[src/fcr_pkg.sv]
package fcr_pkg;

	localparam logic [7:0] START_BYTE = 8'h7E;
	localparam logic [7:0] SKIP_BYTE  = 8'hFF;
	localparam logic [7:0] STOP_BYTE  = 8'h03;
	localparam logic [7:0] ASCII_ZERO = 8'h30;
	localparam logic [7:0] ASCII_ONE  = 8'h31;
	localparam logic [7:0] ASCII_NINE = 8'h39;
	localparam int unsigned BITS_PER_BYTE = 8;

	localparam logic [7:0] OWN_ADDRESS_RESET = 8'd76;

	localparam logic [1:0] KIND_TX     = 2'd0;
	localparam logic [1:0] KIND_ACCEPT = 2'd1;
	localparam logic [1:0] KIND_STOP   = 2'd2;

	// Depth of the event queue between the parser and the response sequencer.
	localparam int unsigned QUEUE_DEPTH = 2;

	typedef enum logic [3:0] {
		PH_HUNT = 4'd0,
		PH_LEN  = 4'd1,
		PH_ADDR = 4'd2,
		PH_CMD  = 4'd3,
		PH_ARGS = 4'd4,
		PH_CSUM = 4'd5
	} phase_t;

	typedef enum logic [2:0] {
		EV_NONE     = 3'd0,
		EV_STOP     = 3'd1,
		EV_ACK_ONE  = 3'd2,
		EV_ACK_ZERO = 3'd3,
		EV_ACCEPT   = 3'd4
	} event_t;

	typedef struct packed {
		event_t      ev;
		logic [23:0] command;
	} entry_t;

	typedef struct packed {
		logic        push;
		entry_t      entry;
	} push_t;

	typedef struct packed {
		logic        full;
		logic        empty;
		entry_t      head;
	} queue_status_t;

	typedef struct packed {
		logic [1:0]  out_kind;
		logic [7:0]  tx_byte;
		logic [23:0] frame_command;
		logic        last_of_run;
	} result_t;

	function automatic logic [3:0] ones_in(input logic [7:0] v);
		logic [3:0] n;
		n = '0;
		for (int i = 0; i < BITS_PER_BYTE; i++) begin
			n = n + 4'(v[i]);
		end
		return n;
	endfunction

endpackage

[src/fcr_byte_if.sv]
interface fcr_byte_if;
	logic       valid;
	logic       ready;
	logic [7:0] rx_byte;

	modport source (output valid, output rx_byte, input ready);
	modport sink (input valid, input rx_byte, output ready);
endinterface

[src/fcr_result_if.sv]
interface fcr_result_if;
	logic        valid;
	logic        ready;
	logic [1:0]  out_kind;
	logic [7:0]  tx_byte;
	logic [23:0] frame_command;
	logic        last_of_run;

	modport source (output valid, output out_kind, output tx_byte, output frame_command,
		output last_of_run, input ready);
	modport sink (input valid, input out_kind, input tx_byte, input frame_command,
		input last_of_run, output ready);
endinterface

[src/framed_command_receiver_unit.sv]
// Frame receiver for a byte stream: a parser takes one received word per clock whenever its
// two-entry event queue has room, and a response sequencer behind the queue sends one result
// word per clock, while the result side is ready, from a registered output. A byte that
// closes or aborts a frame yields three words (an acknowledge) or seven words (acknowledge
// twice, then the accepted command), a stop byte between frames one stop word, so the
// sustained rate is set by the sequencer. own_address (reset 76) should be written only while idle.
module framed_command_receiver_unit (
	input  logic          clk,
	input  logic          arst_n,
	input  logic          wr_en,
	input  logic [7:0]    wr_data,
	fcr_byte_if.sink      rx,
	fcr_result_if.source  result
);

	logic [7:0]             own_address_q;
	fcr_pkg::push_t         qpush;
	fcr_pkg::queue_status_t qstat;
	logic                   pop;

	always_ff @(posedge clk or negedge arst_n) begin
		if (!arst_n) begin
			own_address_q <= fcr_pkg::OWN_ADDRESS_RESET;
		end else if (wr_en) begin
			own_address_q <= wr_data;
		end
	end

	fcr_front u_front (
		.clk         (clk),
		.arst_n      (arst_n),
		.own_address (own_address_q),
		.rx          (rx),
		.qstat       (qstat),
		.qpush       (qpush)
	);

	fcr_queue u_queue (
		.clk    (clk),
		.arst_n (arst_n),
		.qpush  (qpush),
		.pop    (pop),
		.qstat  (qstat)
	);

	fcr_back u_back (
		.clk    (clk),
		.arst_n (arst_n),
		.qstat  (qstat),
		.pop    (pop),
		.result (result)
	);

	// The parser only raises an event on a byte it took, and it takes none while the queue is full.
	a_no_push_when_full: assert property (@(posedge clk) disable iff (!arst_n)
		!(qpush.push && qstat.full))
		else $error("event pushed into a full queue");

	// A stop or accepted word always ends its run.
	a_single_word_last: assert property (@(posedge clk) disable iff (!arst_n)
		result.valid && (result.out_kind == fcr_pkg::KIND_STOP ||
		result.out_kind == fcr_pkg::KIND_ACCEPT) |-> result.last_of_run)
		else $error("stop or accepted word without end of run");

	// A transmit word closing a run carries an acknowledge digit.
	a_ack_digit: assert property (@(posedge clk) disable iff (!arst_n)
		result.valid && result.out_kind == fcr_pkg::KIND_TX && result.last_of_run |->
		(result.tx_byte == fcr_pkg::ASCII_ONE || result.tx_byte == fcr_pkg::ASCII_ZERO))
		else $error("run ended on a transmit word that is not a digit");

	// Once a word is taken from the queue, the sequencer has output to show on the next edge.
	a_pop_gives_output: assert property (@(posedge clk) disable iff (!arst_n)
		pop |=> result.valid)
		else $error("queue popped without an output word");

endmodule

[src/fcr_front.sv]
module fcr_front (
	input  logic                    clk,
	input  logic                    arst_n,
	input  logic [7:0]              own_address,
	fcr_byte_if.sink                rx,
	input  fcr_pkg::queue_status_t  qstat,
	output fcr_pkg::push_t          qpush
);

	fcr_pkg::phase_t phase_q, phase_d;
	logic [1:0]  digit_count_q, digit_count_d;
	logic        number_done_q, number_done_d;
	logic [6:0]  length_value_q, length_value_d;
	logic [6:0]  args_left_q, args_left_d;
	logic [9:0]  bit_sum_q, bit_sum_d;
	logic [9:0]  sent_sum_q, sent_sum_d;
	logic [23:0] command_hold_q, command_hold_d;

	logic        take;
	logic [7:0]  b;
	logic        is_digit;
	logic [7:0]  digit_val;
	logic [1:0]  count_inc;
	logic [9:0]  ones_ext;
	logic [9:0]  len_prod;
	logic [13:0] sum_prod;
	logic [6:0]  args_dec;
	fcr_pkg::event_t ev;

	assign rx.ready  = !qstat.full;
	assign b         = rx.rx_byte;
	assign take      = rx.valid && rx.ready && (b != fcr_pkg::SKIP_BYTE);
	assign is_digit  = (b >= fcr_pkg::ASCII_ZERO) && (b <= fcr_pkg::ASCII_NINE);
	assign digit_val = b - fcr_pkg::ASCII_ZERO;
	assign count_inc = digit_count_q + 2'd1;
	assign ones_ext  = 10'(fcr_pkg::ones_in(b));
	assign len_prod  = 10'(length_value_q) * 10'd10 + 10'(digit_val);
	assign sum_prod  = 14'(sent_sum_q) * 14'd10 + 14'(digit_val);
	assign args_dec  = (args_left_q != 7'd0) ? args_left_q - 7'd1 : args_left_q;

	// Next state of the frame parser.
	always_comb begin
		phase_d        = phase_q;
		digit_count_d  = digit_count_q;
		number_done_d  = number_done_q;
		length_value_d = length_value_q;
		args_left_d    = args_left_q;
		bit_sum_d      = bit_sum_q;
		sent_sum_d     = sent_sum_q;
		command_hold_d = command_hold_q;
		if (take) begin
			unique case (phase_q)
				fcr_pkg::PH_HUNT: begin
					if (b == fcr_pkg::START_BYTE) begin
						bit_sum_d      = '0;
						digit_count_d  = '0;
						number_done_d  = 1'b0;
						length_value_d = '0;
						phase_d        = fcr_pkg::PH_LEN;
					end
				end
				fcr_pkg::PH_LEN: begin
					if (!number_done_q) begin
						if (is_digit) begin
							length_value_d = len_prod[6:0];
						end else begin
							number_done_d = 1'b1;
						end
					end
					digit_count_d = count_inc;
					if (count_inc >= 2'd2) begin
						args_left_d = (length_value_d > 7'd4) ? length_value_d - 7'd4 : 7'd0;
						phase_d     = fcr_pkg::PH_ADDR;
					end
				end
				fcr_pkg::PH_ADDR: begin
					bit_sum_d = ones_ext;
					if (b != own_address) begin
						phase_d = fcr_pkg::PH_HUNT;
					end else begin
						digit_count_d  = '0;
						command_hold_d = '0;
						phase_d        = fcr_pkg::PH_CMD;
					end
				end
				fcr_pkg::PH_CMD: begin
					command_hold_d = {command_hold_q[15:0], b};
					bit_sum_d      = bit_sum_q + ones_ext;
					digit_count_d  = count_inc;
					if (count_inc == 2'd3) begin
						if (args_left_q != 7'd0) begin
							phase_d = fcr_pkg::PH_ARGS;
						end else begin
							digit_count_d = '0;
							number_done_d = 1'b0;
							sent_sum_d    = '0;
							phase_d       = fcr_pkg::PH_CSUM;
						end
					end
				end
				fcr_pkg::PH_ARGS: begin
					bit_sum_d   = bit_sum_q + ones_ext;
					args_left_d = args_dec;
					if (args_dec == 7'd0) begin
						digit_count_d = '0;
						number_done_d = 1'b0;
						sent_sum_d    = '0;
						phase_d       = fcr_pkg::PH_CSUM;
					end
				end
				fcr_pkg::PH_CSUM: begin
					if (!number_done_q) begin
						if (is_digit) begin
							sent_sum_d = sum_prod[9:0];
						end else begin
							number_done_d = 1'b1;
						end
					end
					digit_count_d = count_inc;
					if (count_inc == 2'd3) begin
						phase_d = fcr_pkg::PH_HUNT;
					end
				end
				default: begin
					phase_d = fcr_pkg::PH_HUNT;
				end
			endcase
		end
	end

	// Event handed to the response sequencer for this byte.
	always_comb begin
		ev = fcr_pkg::EV_NONE;
		if (take) begin
			unique case (phase_q)
				fcr_pkg::PH_HUNT: begin
					if (b == fcr_pkg::STOP_BYTE) begin
						ev = fcr_pkg::EV_STOP;
					end
				end
				fcr_pkg::PH_ADDR: begin
					if (b != own_address) begin
						ev = fcr_pkg::EV_ACK_ONE;
					end
				end
				fcr_pkg::PH_CSUM: begin
					if (count_inc == 2'd3) begin
						ev = (bit_sum_q == sent_sum_d) ? fcr_pkg::EV_ACCEPT
							: fcr_pkg::EV_ACK_ZERO;
					end
				end
				default: begin
					ev = fcr_pkg::EV_NONE;
				end
			endcase
		end
	end

	assign qpush.push          = (ev != fcr_pkg::EV_NONE);
	assign qpush.entry.ev      = ev;
	assign qpush.entry.command = command_hold_q;

	always_ff @(posedge clk or negedge arst_n) begin
		if (!arst_n) begin
			phase_q        <= fcr_pkg::PH_HUNT;
			digit_count_q  <= '0;
			number_done_q  <= 1'b0;
			length_value_q <= '0;
			args_left_q    <= '0;
			bit_sum_q      <= '0;
			sent_sum_q     <= '0;
			command_hold_q <= '0;
		end else begin
			phase_q        <= phase_d;
			digit_count_q  <= digit_count_d;
			number_done_q  <= number_done_d;
			length_value_q <= length_value_d;
			args_left_q    <= args_left_d;
			bit_sum_q      <= bit_sum_d;
			sent_sum_q     <= sent_sum_d;
			command_hold_q <= command_hold_d;
		end
	end

endmodule

[src/fcr_queue.sv]
module fcr_queue (
	input  logic                    clk,
	input  logic                    arst_n,
	input  fcr_pkg::push_t          qpush,
	input  logic                    pop,
	output fcr_pkg::queue_status_t  qstat
);

	localparam int unsigned PtrW = (fcr_pkg::QUEUE_DEPTH > 1) ? $clog2(fcr_pkg::QUEUE_DEPTH) : 1;
	localparam int unsigned CntW = $clog2(fcr_pkg::QUEUE_DEPTH + 1);
	localparam logic [CntW-1:0] Depth = CntW'(fcr_pkg::QUEUE_DEPTH);
	localparam logic [PtrW-1:0] LastIdx = PtrW'(fcr_pkg::QUEUE_DEPTH - 1);

	fcr_pkg::entry_t store_q [fcr_pkg::QUEUE_DEPTH];
	logic [PtrW-1:0] wr_ptr_q, rd_ptr_q;
	logic [CntW-1:0] count_q;
	logic            do_push, do_pop;

	assign qstat.full  = (count_q == Depth);
	assign qstat.empty = (count_q == '0);
	assign qstat.head  = store_q[rd_ptr_q];

	assign do_push = qpush.push && !qstat.full;
	assign do_pop  = pop && !qstat.empty;

	always_ff @(posedge clk) begin
		if (do_push) begin
			store_q[wr_ptr_q] <= qpush.entry;
		end
	end

	always_ff @(posedge clk or negedge arst_n) begin
		if (!arst_n) begin
			wr_ptr_q <= '0;
			rd_ptr_q <= '0;
			count_q  <= '0;
		end else begin
			if (do_push) begin
				wr_ptr_q <= (wr_ptr_q == LastIdx) ? '0 : wr_ptr_q + PtrW'(1);
			end
			if (do_pop) begin
				rd_ptr_q <= (rd_ptr_q == LastIdx) ? '0 : rd_ptr_q + PtrW'(1);
			end
			if (do_push && !do_pop) begin
				count_q <= count_q + CntW'(1);
			end else if (do_pop && !do_push) begin
				count_q <= count_q - CntW'(1);
			end
		end
	end

endmodule

[src/fcr_back.sv]
module fcr_back (
	input  logic                    clk,
	input  logic                    arst_n,
	input  fcr_pkg::queue_status_t  qstat,
	output logic                    pop,
	fcr_result_if.source            result
);

	fcr_pkg::entry_t  cur_q;
	logic             busy_q;
	logic [2:0]       step_q;
	logic             out_valid_q;
	fcr_pkg::result_t out_q;

	fcr_pkg::entry_t  sel;
	logic [2:0]       step_now;
	logic             advance;
	logic             have_work;
	fcr_pkg::result_t word;

	assign advance   = !out_valid_q || result.ready;
	assign have_work = busy_q || !qstat.empty;
	assign sel       = busy_q ? cur_q : qstat.head;
	assign step_now  = busy_q ? step_q : 3'd0;
	assign pop       = advance && !busy_q && !qstat.empty;

	// Word number step_now of the response to the selected event.
	always_comb begin
		word = '0;
		unique case (sel.ev)
			fcr_pkg::EV_STOP: begin
				word.out_kind    = fcr_pkg::KIND_STOP;
				word.last_of_run = 1'b1;
			end
			fcr_pkg::EV_ACK_ONE, fcr_pkg::EV_ACK_ZERO: begin
				word.out_kind    = fcr_pkg::KIND_TX;
				word.last_of_run = (step_now == 3'd2);
				if (step_now == 3'd2) begin
					word.tx_byte = (sel.ev == fcr_pkg::EV_ACK_ONE) ? fcr_pkg::ASCII_ONE
						: fcr_pkg::ASCII_ZERO;
				end else begin
					word.tx_byte = fcr_pkg::START_BYTE;
				end
			end
			fcr_pkg::EV_ACCEPT: begin
				if (step_now == 3'd6) begin
					word.out_kind      = fcr_pkg::KIND_ACCEPT;
					word.frame_command = sel.command;
					word.last_of_run   = 1'b1;
				end else begin
					word.out_kind = fcr_pkg::KIND_TX;
					word.tx_byte  = (step_now == 3'd2 || step_now == 3'd5) ? fcr_pkg::ASCII_ONE
						: fcr_pkg::START_BYTE;
				end
			end
			default: begin
				word.last_of_run = 1'b1;
			end
		endcase
	end

	always_ff @(posedge clk) begin
		if (advance && have_work) begin
			out_q <= word;
			cur_q <= sel;
		end
	end

	always_ff @(posedge clk or negedge arst_n) begin
		if (!arst_n) begin
			busy_q      <= 1'b0;
			step_q      <= '0;
			out_valid_q <= 1'b0;
		end else if (advance) begin
			out_valid_q <= have_work;
			if (have_work) begin
				busy_q <= !word.last_of_run;
				step_q <= step_now + 3'd1;
			end
		end
	end

	assign result.valid         = out_valid_q;
	assign result.out_kind      = out_q.out_kind;
	assign result.tx_byte       = out_q.tx_byte;
	assign result.frame_command = out_q.frame_command;
	assign result.last_of_run   = out_q.last_of_run;

endmodule

[src/flat_wrapper.sv]
// flat-port wrapper written by rule: the top's interface ports become plain ports
module framed_command_receiver_unit_flat 
  (clk, arst_n, wr_en, wr_data, rx_valid, rx_rx_byte, rx_ready, result_valid, result_out_kind, result_tx_byte, result_frame_command, result_last_of_run, result_ready);
  fcr_byte_if rx_i ();
  fcr_result_if result_i ();
  input  logic clk;
  input  logic arst_n;
  input  logic wr_en;
  input  logic [7:0] wr_data;
  input wire logic [$bits(rx_i.valid)-1:0] rx_valid;
  input wire logic [$bits(rx_i.rx_byte)-1:0] rx_rx_byte;
  output wire logic [$bits(rx_i.ready)-1:0] rx_ready;
  output wire logic [$bits(result_i.valid)-1:0] result_valid;
  output wire logic [$bits(result_i.out_kind)-1:0] result_out_kind;
  output wire logic [$bits(result_i.tx_byte)-1:0] result_tx_byte;
  output wire logic [$bits(result_i.frame_command)-1:0] result_frame_command;
  output wire logic [$bits(result_i.last_of_run)-1:0] result_last_of_run;
  input wire logic [$bits(result_i.ready)-1:0] result_ready;
  assign rx_i.valid = rx_valid;
  assign rx_i.rx_byte = rx_rx_byte;
  assign rx_ready = rx_i.ready;
  assign result_valid = result_i.valid;
  assign result_out_kind = result_i.out_kind;
  assign result_tx_byte = result_i.tx_byte;
  assign result_frame_command = result_i.frame_command;
  assign result_last_of_run = result_i.last_of_run;
  assign result_i.ready = result_ready;
  framed_command_receiver_unit u_core (.clk(clk), .arst_n(arst_n), .wr_en(wr_en), .wr_data(wr_data), .rx(rx_i), .result(result_i));
endmodule
[config.mk]
export PLATFORM = sky130hd
export DESIGN_NAME = framed_command_receiver_unit_flat
export DESIGN_NICKNAME = d
export VERILOG_FILES = /design/src/fcr_pkg.sv /design/src/fcr_byte_if.sv /design/src/fcr_result_if.sv /design/src/framed_command_receiver_unit.sv /design/src/fcr_front.sv /design/src/fcr_queue.sv /design/src/fcr_back.sv /design/src/flat_wrapper.sv
export SDC_FILE = /design/constraint.sdc
export NUM_CORES = 1
export LEC_CHECK = 0
export BUFFER_PORTS_ARGS = -buffer_cell sky130_fd_sc_hd__buf_2
export CORE_UTILIZATION = 39
export DETAILED_ROUTE_END_ITERATION = 16
export SYNTH_ARGS = -nofsm -noshare
export SYNTH_HDL_FRONTEND = slang
export SYNTH_SLANG_ARGS = --single-unit
[constraint.sdc]
create_clock -name clk -period 4.55 [get_ports clk]
set_clock_uncertainty 0.2 [all_clocks]
set_input_delay 0.91 -clock clk [delete_from_list [all_inputs] [get_ports clk]]
set_output_delay 0.91 -clock clk [all_outputs]
set_load 0.01 [all_outputs]
* After elaboration in Yosys (flattened, before gate mapping) *
Memories as Yosys holds them, arrays and structs flattened.
Index checks and enable logic that the tools add are counted.
W data, S select, Z words.

word-level totals
  register bits after elaboration = 144
  bits in writable memories = 54
  memories kept = 1
  logic and storage cells = 182
  output and inout bits = 37
  input bits = 21

operators by class
  reduce and logical (&&, ||, !) cells = 44
  add/subtract/negate cells = 19
  muxes and demuxes = 65
  eq/ne operators = 26
  multiply operators = 2
  $lt $le $gt $ge = 4

memories
  memory                  depth  bits a word  read ports  clocked after Yosys merged registers in  wr ports  line             RTL
  u_core.u_queue.store_q  2      27           1           0                                        1         fcr_queue.sv:14  fcr_pkg::entry_t store_q [fcr_pkg::QUEUE_DEPTH];

operator list
  cell                    count
  $mux W7                 11
  $mux W10                7
  $pmux W10 S3            2
  $pmux W24 S2            1
  $pmux W7 S2             2
  $mux W27                1
  $mux W24                1
  $pmux W4 S6             1
  $mux W4                 5
  $mux W2                 9
  $add A4 B1 Y4           4
  $pmux W8 S2             1
  $mux W1                 15
  $ne A2 B2 Y1 const B    7
  $mux W3                 4
  $reduce_and A3 Y1       4
  $reduce_and A6 Y1       2
  $add A10 B4 Y10         1
  $add A10 B8 Y10         1
  $eq A10 B10 Y1          1
  $logic_and A1 B1 Y1     10
  $mul A10 B3 Y9 const B  1
  $pmux W2 S5             1
  $eq A3 B2 Y1 const B    3
  other kinds (43)        65

* Longest topological paths before layout *
Gate-level depths: netlist (run 1).

  word-level depth = 17
  gate-level depth with buffers = 15

* Cells and area by module *
A second synthesis (run 1) with hierarchy kept.

unflattened totals
  cell total of the unflattened synthesis = 851
  area, all modules = 10277.4 sq um

modules (own cells, without submodules)
  module                        sequential area each (sq um)  cells each  area each (sq um)  times used
  fcr_front                     1601.5                        555         4948.5             1
  fcr_back                      1836.8                        176         2748.9             1
  fcr_queue                     1721.7                        103         2244.7             1
  framed_command_receiver_unit  203.9                         17          335.3              1

* Least setup slack after synthesis (run 1) *
OpenSTA, ideal clock, no wires.

  kind = input-to-reg
  from = input port rx_rx_byte[0]
  to = register u_core.u_front.bit_sum_q[6]
  cell stages on the path = 14
  setup slack = -0.205 ns
  setup time = 0.126 ns
  data required time = 4.224 ns
  buffers on the path = 0
  data arrival time = 4.429 ns
  path through = fa_1 inv_1 fa_1 fa_1 inv_1 ha_1 fa_1 inv_1 fa_1 inv_1 a21o_1 a21oi_1 or3_1 a221o_1

on the way
  longest elaborated chain between the ends = 9

ends and longest elaborated chain
  element                     line                               RTL
  start, declared             flat_wrapper.sv:11                 input wire logic [$bits(rx_i.rx_byte)-1:0] rx_rx_byte;
  $add A1 B1 Y2               fcr_pkg.sv:64                      n = n + 4'(v[i]);
  $add A2 B1 Y3               fcr_pkg.sv:64
  $add A3 B1 Y4               fcr_pkg.sv:64
  $add A4 B1 Y4 (4 in a row)  fcr_pkg.sv:64
  $add A10 B4 Y10             fcr_front.sv:88, fcr_front.sv:102
  $pmux W10 S3                fcr_front.sv:52                    unique case (phase_q)
  end signal, assigned        fcr_front.sv:179                   bit_sum_q <= bit_sum_d;
  end, declared               fcr_front.sv:15                    logic [9:0] bit_sum_q, bit_sum_d;

Several ways; a longest one is shown, not always the timed one.
A chain may end at the register's enable or synchronous reset.

* Final worst setup path (run 1) *
Ends and elaborated chain as after synthesis.

==> impl_metrics.toml, run 1 <==
[pwr]
pwr_density_cell_nw_per_um2 = 554.3
ir_drop_mv = 0.2959
power.static_leakage_nw = 4.740

[synthesis]
postSynthCellCount = 886
synth.lib_cells_used.distinct = 78
seq_area_frac_synth_pct = 53.90
synth_seq_cells = 192
post_synth_and_or_nand_nor_area_fraction_pct = 12.80
post_synth_edffs = 111
avgSynthCellArea_um2 = 11.23
ys_async_sr_fraction_pct = 42.19
synth_top_family_by_area = "compound AO/OA/AOI/OAI gates"
synth-compound-area-share_pct = 13.06
ys.warnings.count = 0
synthAdderAreaFrac_pct = 7.846
synth_xor_area_share_pct = 4.099
synth.net_count = 964
synth_area_um2 = 9951
predominant_post_synthesis_flop_cell = "sky130_fd_sc_hd__edfxtp_1"
yosys-mux-area-fraction_pct = 4.866

[route]
post_drt_via_cell_ratio = 5.096
remaining_drc_errors = 0
detail_route.wirelength_um = 20470
ant_nets = 0
detailedRoute.firstPassIterationCount = 5
post_drt_wl_per_cell_um = 15.73
drt_iter0_markers = 394
dr_total_vias = 6630

[global_routing]
initial_antenna_violation_count = 0
grt_usage_pct = 16.22
first_global_vias = 6378
grt_first_pass_wirelength_um = 33090
grt_start_max_net_pins = 69
overflow = 0

[clock_tree]
insertion_delay_ns = 0.43
tritoncts = "built"
path_clk_slew_ns = 0.08
root_buffer = "sky130_fd_sc_hd__clkbuf_16"
clock_sink_count = 192
tritoncts.num_buffers = 17
htreeDepth = 4
cts-root-to-sink-buffers = 2

[floorplanning]
floorplan.initialDensity_pct = 39.63
dieWidth_um = 161.7
die_height_um = 161.7
design.die.area_um2 = 26160
fp.coreArea_um2 = 25110
placementRows = 58
ios = 58

[timing]
timing_hold_violations_final = 0
max_slew_margin_vs_limit_pct = 30.31
post-route-min-period_ns = 4.534
setup_tns_ns = 0
max_freq_ghz = 0.2206
timing.final.crit_share_pct = 99.65
slew_violations = 0
report.final.setup_viol = 0
transition_time_at_the_pin_with_the_least_slew_margin_ns = 1.043
hold_slack_ns = 0.2819
setup_repair_after_global_routing_missed_its_margin = "yes"

[cells_and_area]
layout.area.seq_um2 = 5364
post-route-util_pct = 45.32
antenna_cells = 0
post_route_design_area_um2 = 11380
multi_input_area_um2 = 4292
layout.cells.most_common = "sky130_fd_sc_hd__nand2_1"
area_delta_synth_final_pct = 14.36
final_cell_mix = "sky130_fd_sc_hd__nand2_1, sky130_fd_sc_hd__edfxtp_1, sky130_fd_sc_hd__o21ai_0"
drive_gt1_share_pct = 16.68
filler_cell_count = 2376
post_route_non_filler_standard_cell_count = 1301
layout.nets = 1036

[min_path]
hold_end = "u_core.u_queue.store_q[0][21]$_DFFE_PP_"
cell_depth_of_the_worst_min_delay_path = 0
worst_hold_startpoint = "u_core.u_front.command_hold_q[21]$_DFFE_PN0P_"
hold_class = "reg -> reg"

[placed_design]
port-buffer-count = 56
dp_hpwl_um = 14670
place_congestion = 0.8646
place_inst = 1269
post_dp_cell_area_um2 = 10740

[worst_setup_path]
cp.required_ns = 4.67
critical_path_arrival_ns = 4.66
worstReg2RegStart = "u_core.u_front.sent_sum_q[2]$_DFF_PN0_"
timing.critical_path.from_type = "input port"
worstPathCellList = "buf_2 > fa_1 > inv_1 > fa_1 > fa_1 > inv_1 > ha_2 > fa_1 > inv_2 > fa_2 > inv_1 > a21o_1 > a21oi_2 > or3_4 > a221o_1"
worst-path-max-fanout = 4
crit_type = "in -> reg"
crit_path_max_incr_delay_ns = 0.56
worst_path_max_delay_cell = "sky130_fd_sc_hd__fa_1"
critical_path.most_common_cell = "sky130_fd_sc_hd__fa_1"
ff2ff_path_depth = 15
worst_r2r_endpoint = "u_core.u_queue.store_q[1][24]$_DFFE_PP_"
reg2reg_slack_ns = 0.41
crit_path_end_kind = "flop"

[status]
run_status = "complete, no violations"

[flow_run]
timing.max_cap.violations = 0
==> synth_stat cells (11+ instances only) <==
cell type                  number  share of area (%)
sky130_fd_sc_hd__o21ai_0       90                4.5
sky130_fd_sc_hd__xor2_1        25                2.2
sky130_fd_sc_hd__mux2i_1       36                3.6
sky130_fd_sc_hd__nor2b_1       31                1.9
sky130_fd_sc_hd__mux2_2        11                1.2
sky130_fd_sc_hd__nor3_1        14               0.70
sky130_fd_sc_hd__nand3_1       11               0.55
sky130_fd_sc_hd__nand2_1      122                4.6
sky130_fd_sc_hd__a21oi_1       35                1.8
sky130_fd_sc_hd__edfxtp_1     111                 33
sky130_fd_sc_hd__xnor2_1       19                1.7
sky130_fd_sc_hd__dfrtp_1       78                 20
sky130_fd_sc_hd__nor2_1        40                1.5
sky130_fd_sc_hd__ha_1          48                6.0
sky130_fd_sc_hd__inv_1         39                1.5
sky130_fd_sc_hd__clkbuf_1      24               0.91
==> per-layer routing <==
metal  global-route usage [%]  routed length (µm)  vias to the layer above
li1                         -                   -                     3333
met1                    21.15                9345                     3169
met2                    27.14                9993                      106
met3                    2.783                 676                       22
met4                    5.918                 454                        0
met5                        0                   0                        -
==> through the flow <==
stage | power, W | worst slack, ns
floorplan | 0.004239 | -0.1487
global placement | 0.004820 | -0.3563
detailed placement | 0.004862 | -0.4641
CTS | 0.006360 | 0.009297
global route | 0.006726 | -0.1141
finish | 0.006307 | 0.01592
==> what timing repair did <==
action                     in CTS  in global routing
setup endpoints to repair       0                  8
buffers inserted                0                  0
gates resized for setup         0                  8
hold buffers                    0                  0
==> cell families after synthesis <==
kind of cell | Yosys count
flip-flops | 192
buffers and inverters | 79
AND/OR/NAND/NOR | 262
multiplexers | 47
AO/OA/AOI/OAI | 203
XOR/XNOR | 45
other | 1
adder cells (fa/ha/maj) | 57
==> where the power goes <==
group / switching (W) / total (W) / internal, W
Clock: 0.000738 / 0.00148 / 0.000744
Sequential: 0.000342 / 0.00274 / 0.00240
Combinational: 0.00124 / 0.00208 / 0.000842
Total: 0.00232 / 0.00631 / 0.00398
==> critical path: cells and delay by family <==
family,cells,cell delay [ns]
compound gates,3,0.49
simple gates,1,0.35
fa+ha+maj,6,2.57
buf+inv,5,0.34
==> worst max path at each step <==
| stage | start | to | slack (ns) | cells after the start |
|---|---|---|---|---|
| after global routing | rx_rx_byte[0] | u_core.u_front.bit_sum_q[6]$_DFFE_PN0P_ | -0.11 | 15 |
| final | rx_rx_byte[0] | u_core.u_front.bit_sum_q[6]$_DFFE_PN0P_ | 0.02 | 15 |
| after detailed placement | rx_rx_byte[0] | u_core.u_front.bit_sum_q[6]$_DFFE_PN0P_ | -0.46 | 15 |
| after global placement | rx_rx_byte[0] | u_core.u_front.bit_sum_q[6]$_DFFE_PN0P_ | -0.36 | 15 |
| after floorplan | rx_rx_byte[0] | u_core.u_front.bit_sum_q[6]$_DFFE_PN0P_ | -0.15 | 14 |
| after CTS | rx_rx_byte[0] | u_core.u_front.bit_sum_q[6]$_DFFE_PN0P_ | 0.009 | 15 |
==> sequential cells by signal, summed over array words and instances (netlist names), 3 cells and up <==
| name | count |
|---|---|
| u_core.u_front.bit_sum_q | 10 |
| u_core.u_front.command_hold_q | 24 |
| u_core.own_address_q | 8 |
| u_core.u_queue.store_q | 54 |
| u_core.u_back.cur_q | 27 |
| u_core.u_front.phase_q | 3 |
| u_core.u_front.length_value_q | 7 |
| u_core.u_back.result.tx_byte | 3 |
| u_core.u_back.step_q | 3 |
| u_core.u_front.sent_sum_q | 10 |
| u_core.u_front.args_left_q | 7 |
| u_core.u_back.result.frame_command | 24 |
==> cell type report <==
cell class | count | share of cell area [%]
Clock buffer | 17 | 3.738
Clock inverter | 15 | 1.605
Inverter | 40 | 1.319
Multi-Input combinational cell | 615 | 37.71
Sequential cell | 192 | 47.14
Tap cell | 330 | 3.628
Timing Repair Buffer | 92 | 4.860
(Power assumes the default switching activity.)
==> run 2, diff against run 1 <==
- CORE_ASPECT_RATIO: unset -> 1.4
==> run 2 against run 1 <==
  * Utilization increased by 0.60 points
  * Clock-buffer cell count unchanged
  * Die area about the same
  * Sequential share of layout area decreased by 0.12 points
  * Power increased by 1.3%
  * Cell count decreased by 0.61%
  * Fmax increased by 0.32%
  * Sequential power decreased by 2%
  * Combinational power increased by 4%
  * Via count increased by 1.4%
  * Non-clock buffer count increased by 7
  * Largest cell class unchanged
==> impl_metrics.toml, run 2 (synthesis results as in run 1) <==
[status]
run_status = "complete, no violations"

[worst_setup_path]
reg2reg_slack_ns = 0.36
ff2ff_path_depth = 12
worstPathCellList = "buf_6 > fa_1 > inv_2 > fa_1 > fa_1 > inv_1 > ha_2 > fa_1 > inv_2 > fa_2 > inv_2 > a21o_1 > a21oi_2 > or3_4 > a221o_1"
timing.critical_path.from_type = "input port"
critical_path.most_common_cell = "sky130_fd_sc_hd__fa_1"
critical_path_arrival_ns = 4.63
crit_path_max_incr_delay_ns = 0.57
crit_path_end_kind = "flop"
crit_type = "in -> reg"
worst-path-max-fanout = 3
worst_r2r_endpoint = "u_core.u_queue.store_q[0][26]$_DFFE_PP_"
worst_path_max_delay_cell = "sky130_fd_sc_hd__fa_1"
worstReg2RegStart = "u_core.u_front.sent_sum_q[1]$_DFF_PN0_"
cp.required_ns = 4.67

[global_routing]
grt_usage_pct = 17.06
grt_first_pass_wirelength_um = 33890
overflow = 0
grt_start_max_net_pins = 65
initial_antenna_violation_count = 0
first_global_vias = 6499

[timing]
timing_hold_violations_final = 0
max_slew_margin_vs_limit_pct = 28.40
max_freq_ghz = 0.2213
post-route-min-period_ns = 4.520
slew_violations = 0
transition_time_at_the_pin_with_the_least_slew_margin_ns = 1.064
timing.final.crit_share_pct = 99.33
report.final.setup_viol = 0
setup_repair_after_global_routing_missed_its_margin = "yes"

[min_path]
hold_end = "u_core.u_queue.store_q[1][16]$_DFFE_PP_"
hold_class = "reg -> reg"
worst_hold_startpoint = "u_core.u_front.command_hold_q[16]$_DFFE_PN0P_"
cell_depth_of_the_worst_min_delay_path = 0

[pwr]
clock_power_share_pct = 24.0
post-layout-total-power_w = 0.006391
power.static_leakage_nw = 4.784
switchingPower_w = 0.002328
ir_drop_mv = 0.2961
share_comb_of_total_power_pct = 34.0
pwr_density_cell_nw_per_um2 = 560.2
internal_power_w = 0.004063
power_share_of_the_sequential_group_pct = 42.0
p_sw_share_pct = 36.43

[clock_tree]
tritoncts.num_buffers = 17
insertion_delay_ns = 0.43
root_buffer = "sky130_fd_sc_hd__clkbuf_16"
htreeDepth = 4
path_clk_slew_ns = 0.07
cts-root-to-sink-buffers = 2
clock_sink_count = 192
tritoncts = "built"

[cells_and_area]
layout.nets = 1043
top_regs = "u_core.u_queue.store_q (54), u_core.u_back.cur_q (27)"
multi_input_area_um2 = 4283
drive_gt1_share_pct = 17.38
post_route_non_filler_standard_cell_count = 1293
layout.area.seq_um2 = 5364
layout.cells.most_common = "sky130_fd_sc_hd__nand2_1"
area_delta_synth_final_pct = 14.65
filler_cell_count = 2351
final_cell_mix = "sky130_fd_sc_hd__nand2_1, sky130_fd_sc_hd__edfxtp_1, sky130_fd_sc_hd__o21ai_0"
post-route-util_pct = 45.92
registers.top_by_ff_count = "u_core.u_queue.store_q"
max_reg_flops = 54
antenna_cells = 0

[floorplanning]
floorplan.initialDensity_pct = 40.05
fp.coreArea_um2 = 24840
dieWidth_um = 137
design.die.area_um2 = 26170
die_height_um = 191
ios = 58
placementRows = 68

[placed_design]
dp_hpwl_um = 15160
place_inst = 1258
port-buffer-count = 56
place_congestion = 0.8877

[route]
ant_nets = 0
post_drt_wl_per_cell_um = 16.25
drt_iter0_markers = 382
detailedRoute.firstPassIterationCount = 5
remaining_drc_errors = 0
post_drt_via_cell_ratio = 5.198
dr_total_vias = 6721
detail_route.wirelength_um = 21010

[flow_run]
timing.max_cap.violations = 0
==> run 2: through the flow <==
step	setup slack (ns)	instance area [µm²]	setup TNS, ns	hold WS (ns)
floorplan	-0.1487	9953	-0.2582	0.2419
global placement	-0.4166	10750	-2.253	0.2516
detailed placement	-0.5283	10750	-2.883	0.2542
CTS	0.002149	11370	0	0.2677
global route	-0.02266	11410	-0.02266	0.2888
finish	0.03035	11410	0	0.2691
==> run 2: final cells by class <==
| type | instances | share of cell area [%] |
|---|---|---|
| Clock buffer | 17 | 3.729 |
| Clock inverter | 15 | 1.579 |
| Inverter | 40 | 1.316 |
| Multi-Input combinational cell | 615 | 37.54 |
| Sequential cell | 192 | 47.02 |
| Tap cell | 315 | 3.455 |
| Timing Repair Buffer | 99 | 5.363 |
==> run 2: worst max-delay path, delay by kind of cell <==
family | cells | cell delay, ns
fa+ha+maj | 6 | 2.55
compound gates | 3 | 0.49
simple gates | 1 | 0.37
buf+inv | 5 | 0.30
==> run 2: power groups by stage <==
stage	clock (W)	sequential [W]	combinational, W
after floorplan	0	0.00268	0.00156
after global placement	0	0.00270	0.00212
after detailed placement	0	0.00272	0.00215
after CTS	0.00158	0.00269	0.00217
after global routing	0.00164	0.00274	0.00243
final	0.00153	0.00268	0.00217
==> run 2: how the worst max path moves through the flow <==
| stage | end | depth (start not counted) | from | slack, ns |
|---|---|---|---|---|
| floorplan | u_core.u_front.bit_sum_q[6]$_DFFE_PN0P_ | 14 | rx_rx_byte[0] | -0.15 |
| global placement | u_core.u_front.bit_sum_q[6]$_DFFE_PN0P_ | 15 | rx_rx_byte[0] | -0.42 |
| detailed placement | u_core.u_front.bit_sum_q[6]$_DFFE_PN0P_ | 15 | rx_rx_byte[0] | -0.53 |
| CTS | u_core.u_front.bit_sum_q[6]$_DFFE_PN0P_ | 15 | rx_rx_byte[3] | 0.002 |
| global route | u_core.u_front.bit_sum_q[6]$_DFFE_PN0P_ | 15 | rx_rx_byte[0] | -0.02 |
| finish | u_core.u_front.bit_sum_q[6]$_DFFE_PN0P_ | 15 | rx_rx_byte[0] | 0.03 |
==> run 2: metal layers <==
metal	vias up	track usage [%]	part of all wire [%]
li1	3343	-	-
met1	3235	20.98	43
met2	113	29.56	51
met3	30	2.201	2.3
met4	0	7.523	2.8
met5	-	0	0
==> run 2: repair_timing <==
| action | 4_1_cts | 5_1_grt |
|---|---|---|
| endpoints found under the setup margin | 2 | 7 |
| setup buffers | 1 | 2 |
| hold buffers | 0 | 0 |
| resized for setup | 3 | 8 |
| pin swaps | 4 | 3 |
==> run 3, diff against run 2 <==
- CORE_UTILIZATION: 39 -> 30
- SETUP_SLACK_MARGIN: unset -> 0.2
- SKIP_CTS_REPAIR_TIMING: unset -> 1
==> run 3 against run 2 <==
  * Design area rose by 0.93%
  * Via count rose by 0.21%
  * Global-route usage fell by 3.5 points
  * Critical path depth did not move
  * Critical path type unchanged
  * Largest power group unchanged
==> impl_metrics.toml, run 3 (synthesis results as in run 1) <==
[cells_and_area]
post-route-util_pct = 35.43
layout.nets = 1038
area_delta_synth_final_pct = 15.72
post_route_design_area_um2 = 11510
antenna_cells = 0
drive_gt1_share_pct = 16.96
max_reg_flops = 54
final_cell_mix = "sky130_fd_sc_hd__nand2_1, sky130_fd_sc_hd__edfxtp_1, sky130_fd_sc_hd__o21ai_0"
registers.top_by_ff_count = "u_core.u_queue.store_q"
top_regs = "u_core.u_queue.store_q (54), u_core.u_back.cur_q (27)"
layout.cells.most_common = "sky130_fd_sc_hd__nand2_1"

[status]
run_status = "complete, no violations"

[worst_setup_path]
worstPathCellList = "buf_6 > fa_1 > inv_1 > fa_1 > fa_1 > inv_1 > ha_2 > fa_1 > inv_2 > fa_2 > inv_1 > a21o_1 > a21oi_2 > or3_4 > a221o_1"
cp.buffers_inverters = 5
timing.critical_path.from_type = "input port"
critical_path_arrival_ns = 4.53
crit_path_end_kind = "flop"
worst_path_max_delay_cell = "sky130_fd_sc_hd__fa_1"
crit_path_max_incr_delay_ns = 0.52
cp.required_ns = 4.67
worst_path_dominant_cell_family = "adder cells"
crit_type = "in -> reg"
critical_path.most_common_cell = "sky130_fd_sc_hd__fa_1"
worst-path-max-fanout = 2

[placed_design]
post_dp_cell_area_um2 = 10910
dp_hpwl_um = 16000
port-buffer-count = 56
place_congestion = 0.8654

[route]
dr_total_vias = 6735
remaining_drc_errors = 0
drt_iter0_markers = 336
detailedRoute.firstPassIterationCount = 4
detail_route.wirelength_um = 21570
ant_nets = 0
post_drt_wl_per_cell_um = 15.27
post_drt_via_cell_ratio = 4.766

[global_routing]
grt_first_pass_wirelength_um = 35460
initial_antenna_violation_count = 0
globalRouteMet3Util_pct = 2.107
grt_start_max_net_pins = 59
grt_util_met1_pct = 15.03
overflow = 0
grtUsageMet2_pct = 24.79
first_global_vias = 6781
grt_busiest_layer = "met2"
grt_usage_pct = 13.56

[clock_tree]
root_buffer = "sky130_fd_sc_hd__clkbuf_16"
cts-root-to-sink-buffers = 2
insertion_delay_ns = 0.44
path_clk_slew_ns = 0.08
clock_sink_count = 192
tritoncts = "built"
htreeDepth = 4
tritoncts.num_buffers = 17

[timing]
timing.final.crit_share_pct = 96.82
timing_hold_violations_final = 0
transition_time_at_the_pin_with_the_least_slew_margin_ns = 1.014
report.final.setup_viol = 0
setup_repair_after_global_routing_missed_its_margin = "yes"
post-route-min-period_ns = 4.405
slew_violations = 0
max_slew_margin_vs_limit_pct = 31.81
max_freq_ghz = 0.2270

[floorplanning]
fp.coreArea_um2 = 32500
floorplan.initialDensity_pct = 30.62
design.die.area_um2 = 33910
die_height_um = 217.5
dieWidth_um = 155.9
ios = 58
placementRows = 78

[pwr]
internal_power_w = 0.003975
switchingPower_w = 0.002308
power_share_of_the_sequential_group_pct = 42.8
p_sw_share_pct = 36.73
pwr_density_cell_nw_per_um2 = 545.6
power.static_leakage_nw = 4.756
post-layout-total-power_w = 0.006283
ir_drop_mv = 0.3013
clock_power_share_pct = 22.6
share_comb_of_total_power_pct = 34.7

[flow_run]
timing.max_cap.violations = 0

[min_path]
hold_class = "reg -> reg"
## run 3: area by class of cell
class | count | area, µm²
fill | 3242 | 20980
sequential | 192 | 5364
multi-input combinational | 615 | 4320
timing repair buffer | 94 | 574.3
tap | 440 | 550.5
clock buffer | 18 | 429.2
inverter | 40 | 150.1
clock inverter | 14 | 126.4
## run 3: layer usage
layer / share of wire [%] / vias up
met5: 0 / -
met3: 2.3 / 37
met2: 54 / 106
met1: 40 / 3262
li1: - / 3330
met4: 3.4 / 0
## run 3: power groups by stage
stage	sequential, W	combinational [W]	clock (W)
5_1_grt	0.00274	0.00246	0.00152
6_report	0.00269	0.00218	0.00142
3_5_place_dp	0.00273	0.00218	0
4_1_cts	0.00269	0.00220	0.00146
2_1_floorplan	0.00268	0.00157	0
3_3_place_gp	0.00271	0.00216	0
## run 3: worst register-to-register path, delay by kind of cell (launching register included)
kind	cells	cell delay, ns
simple gates	2	0.40
buf+inv	1	0.15
xor+xnor	2	0.51
compound gates	4	0.91
fa+ha+maj	4	1.35
flops	1	0.40
## run 3: path summary, 6_finish.rpt
path | start | to | slack (ns) | cells after the start
max reg2reg | u_core.u_front.sent_sum_q[1]$_DFF_PN0_ | u_core.u_queue.store_q[1][24]$_DFFE_PP_ | 0.40 | 13
min in group asynchronous | arst_n | u_core.u_front.args_left_q[3]$_DFFE_PN0P_ | 0.33 | 1
max | rx_rx_byte[0] | u_core.u_front.bit_sum_q[6]$_DFFE_PN0P_ | 0.14 | 15
max in group asynchronous | arst_n | u_core.u_front.bit_sum_q[2]$_DFFE_PN0P_ | 2.98 | 2
min reg2reg | u_core.u_front.command_hold_q[17]$_DFFE_PN0P_ | u_core.u_queue.store_q[0][17]$_DFFE_PP_ | 0.28 | 0
min | u_core.u_front.command_hold_q[17]$_DFFE_PN0P_ | u_core.u_queue.store_q[0][17]$_DFFE_PP_ | 0.28 | 0
## run 3: per-stage QoR
stage               instances  TNS, ns  hold slack (ns)  worst slack [ns]
floorplan                 886  -0.1222           0.2419           -0.1222
finish                   1413        0           0.2754            0.1449
global placement         1381   -1.842           0.2568           -0.3122
CTS                      1413        0           0.2776            0.1465
detailed placement       1381   -2.164           0.2566           -0.3395
global route             1413        0           0.2949           0.07444
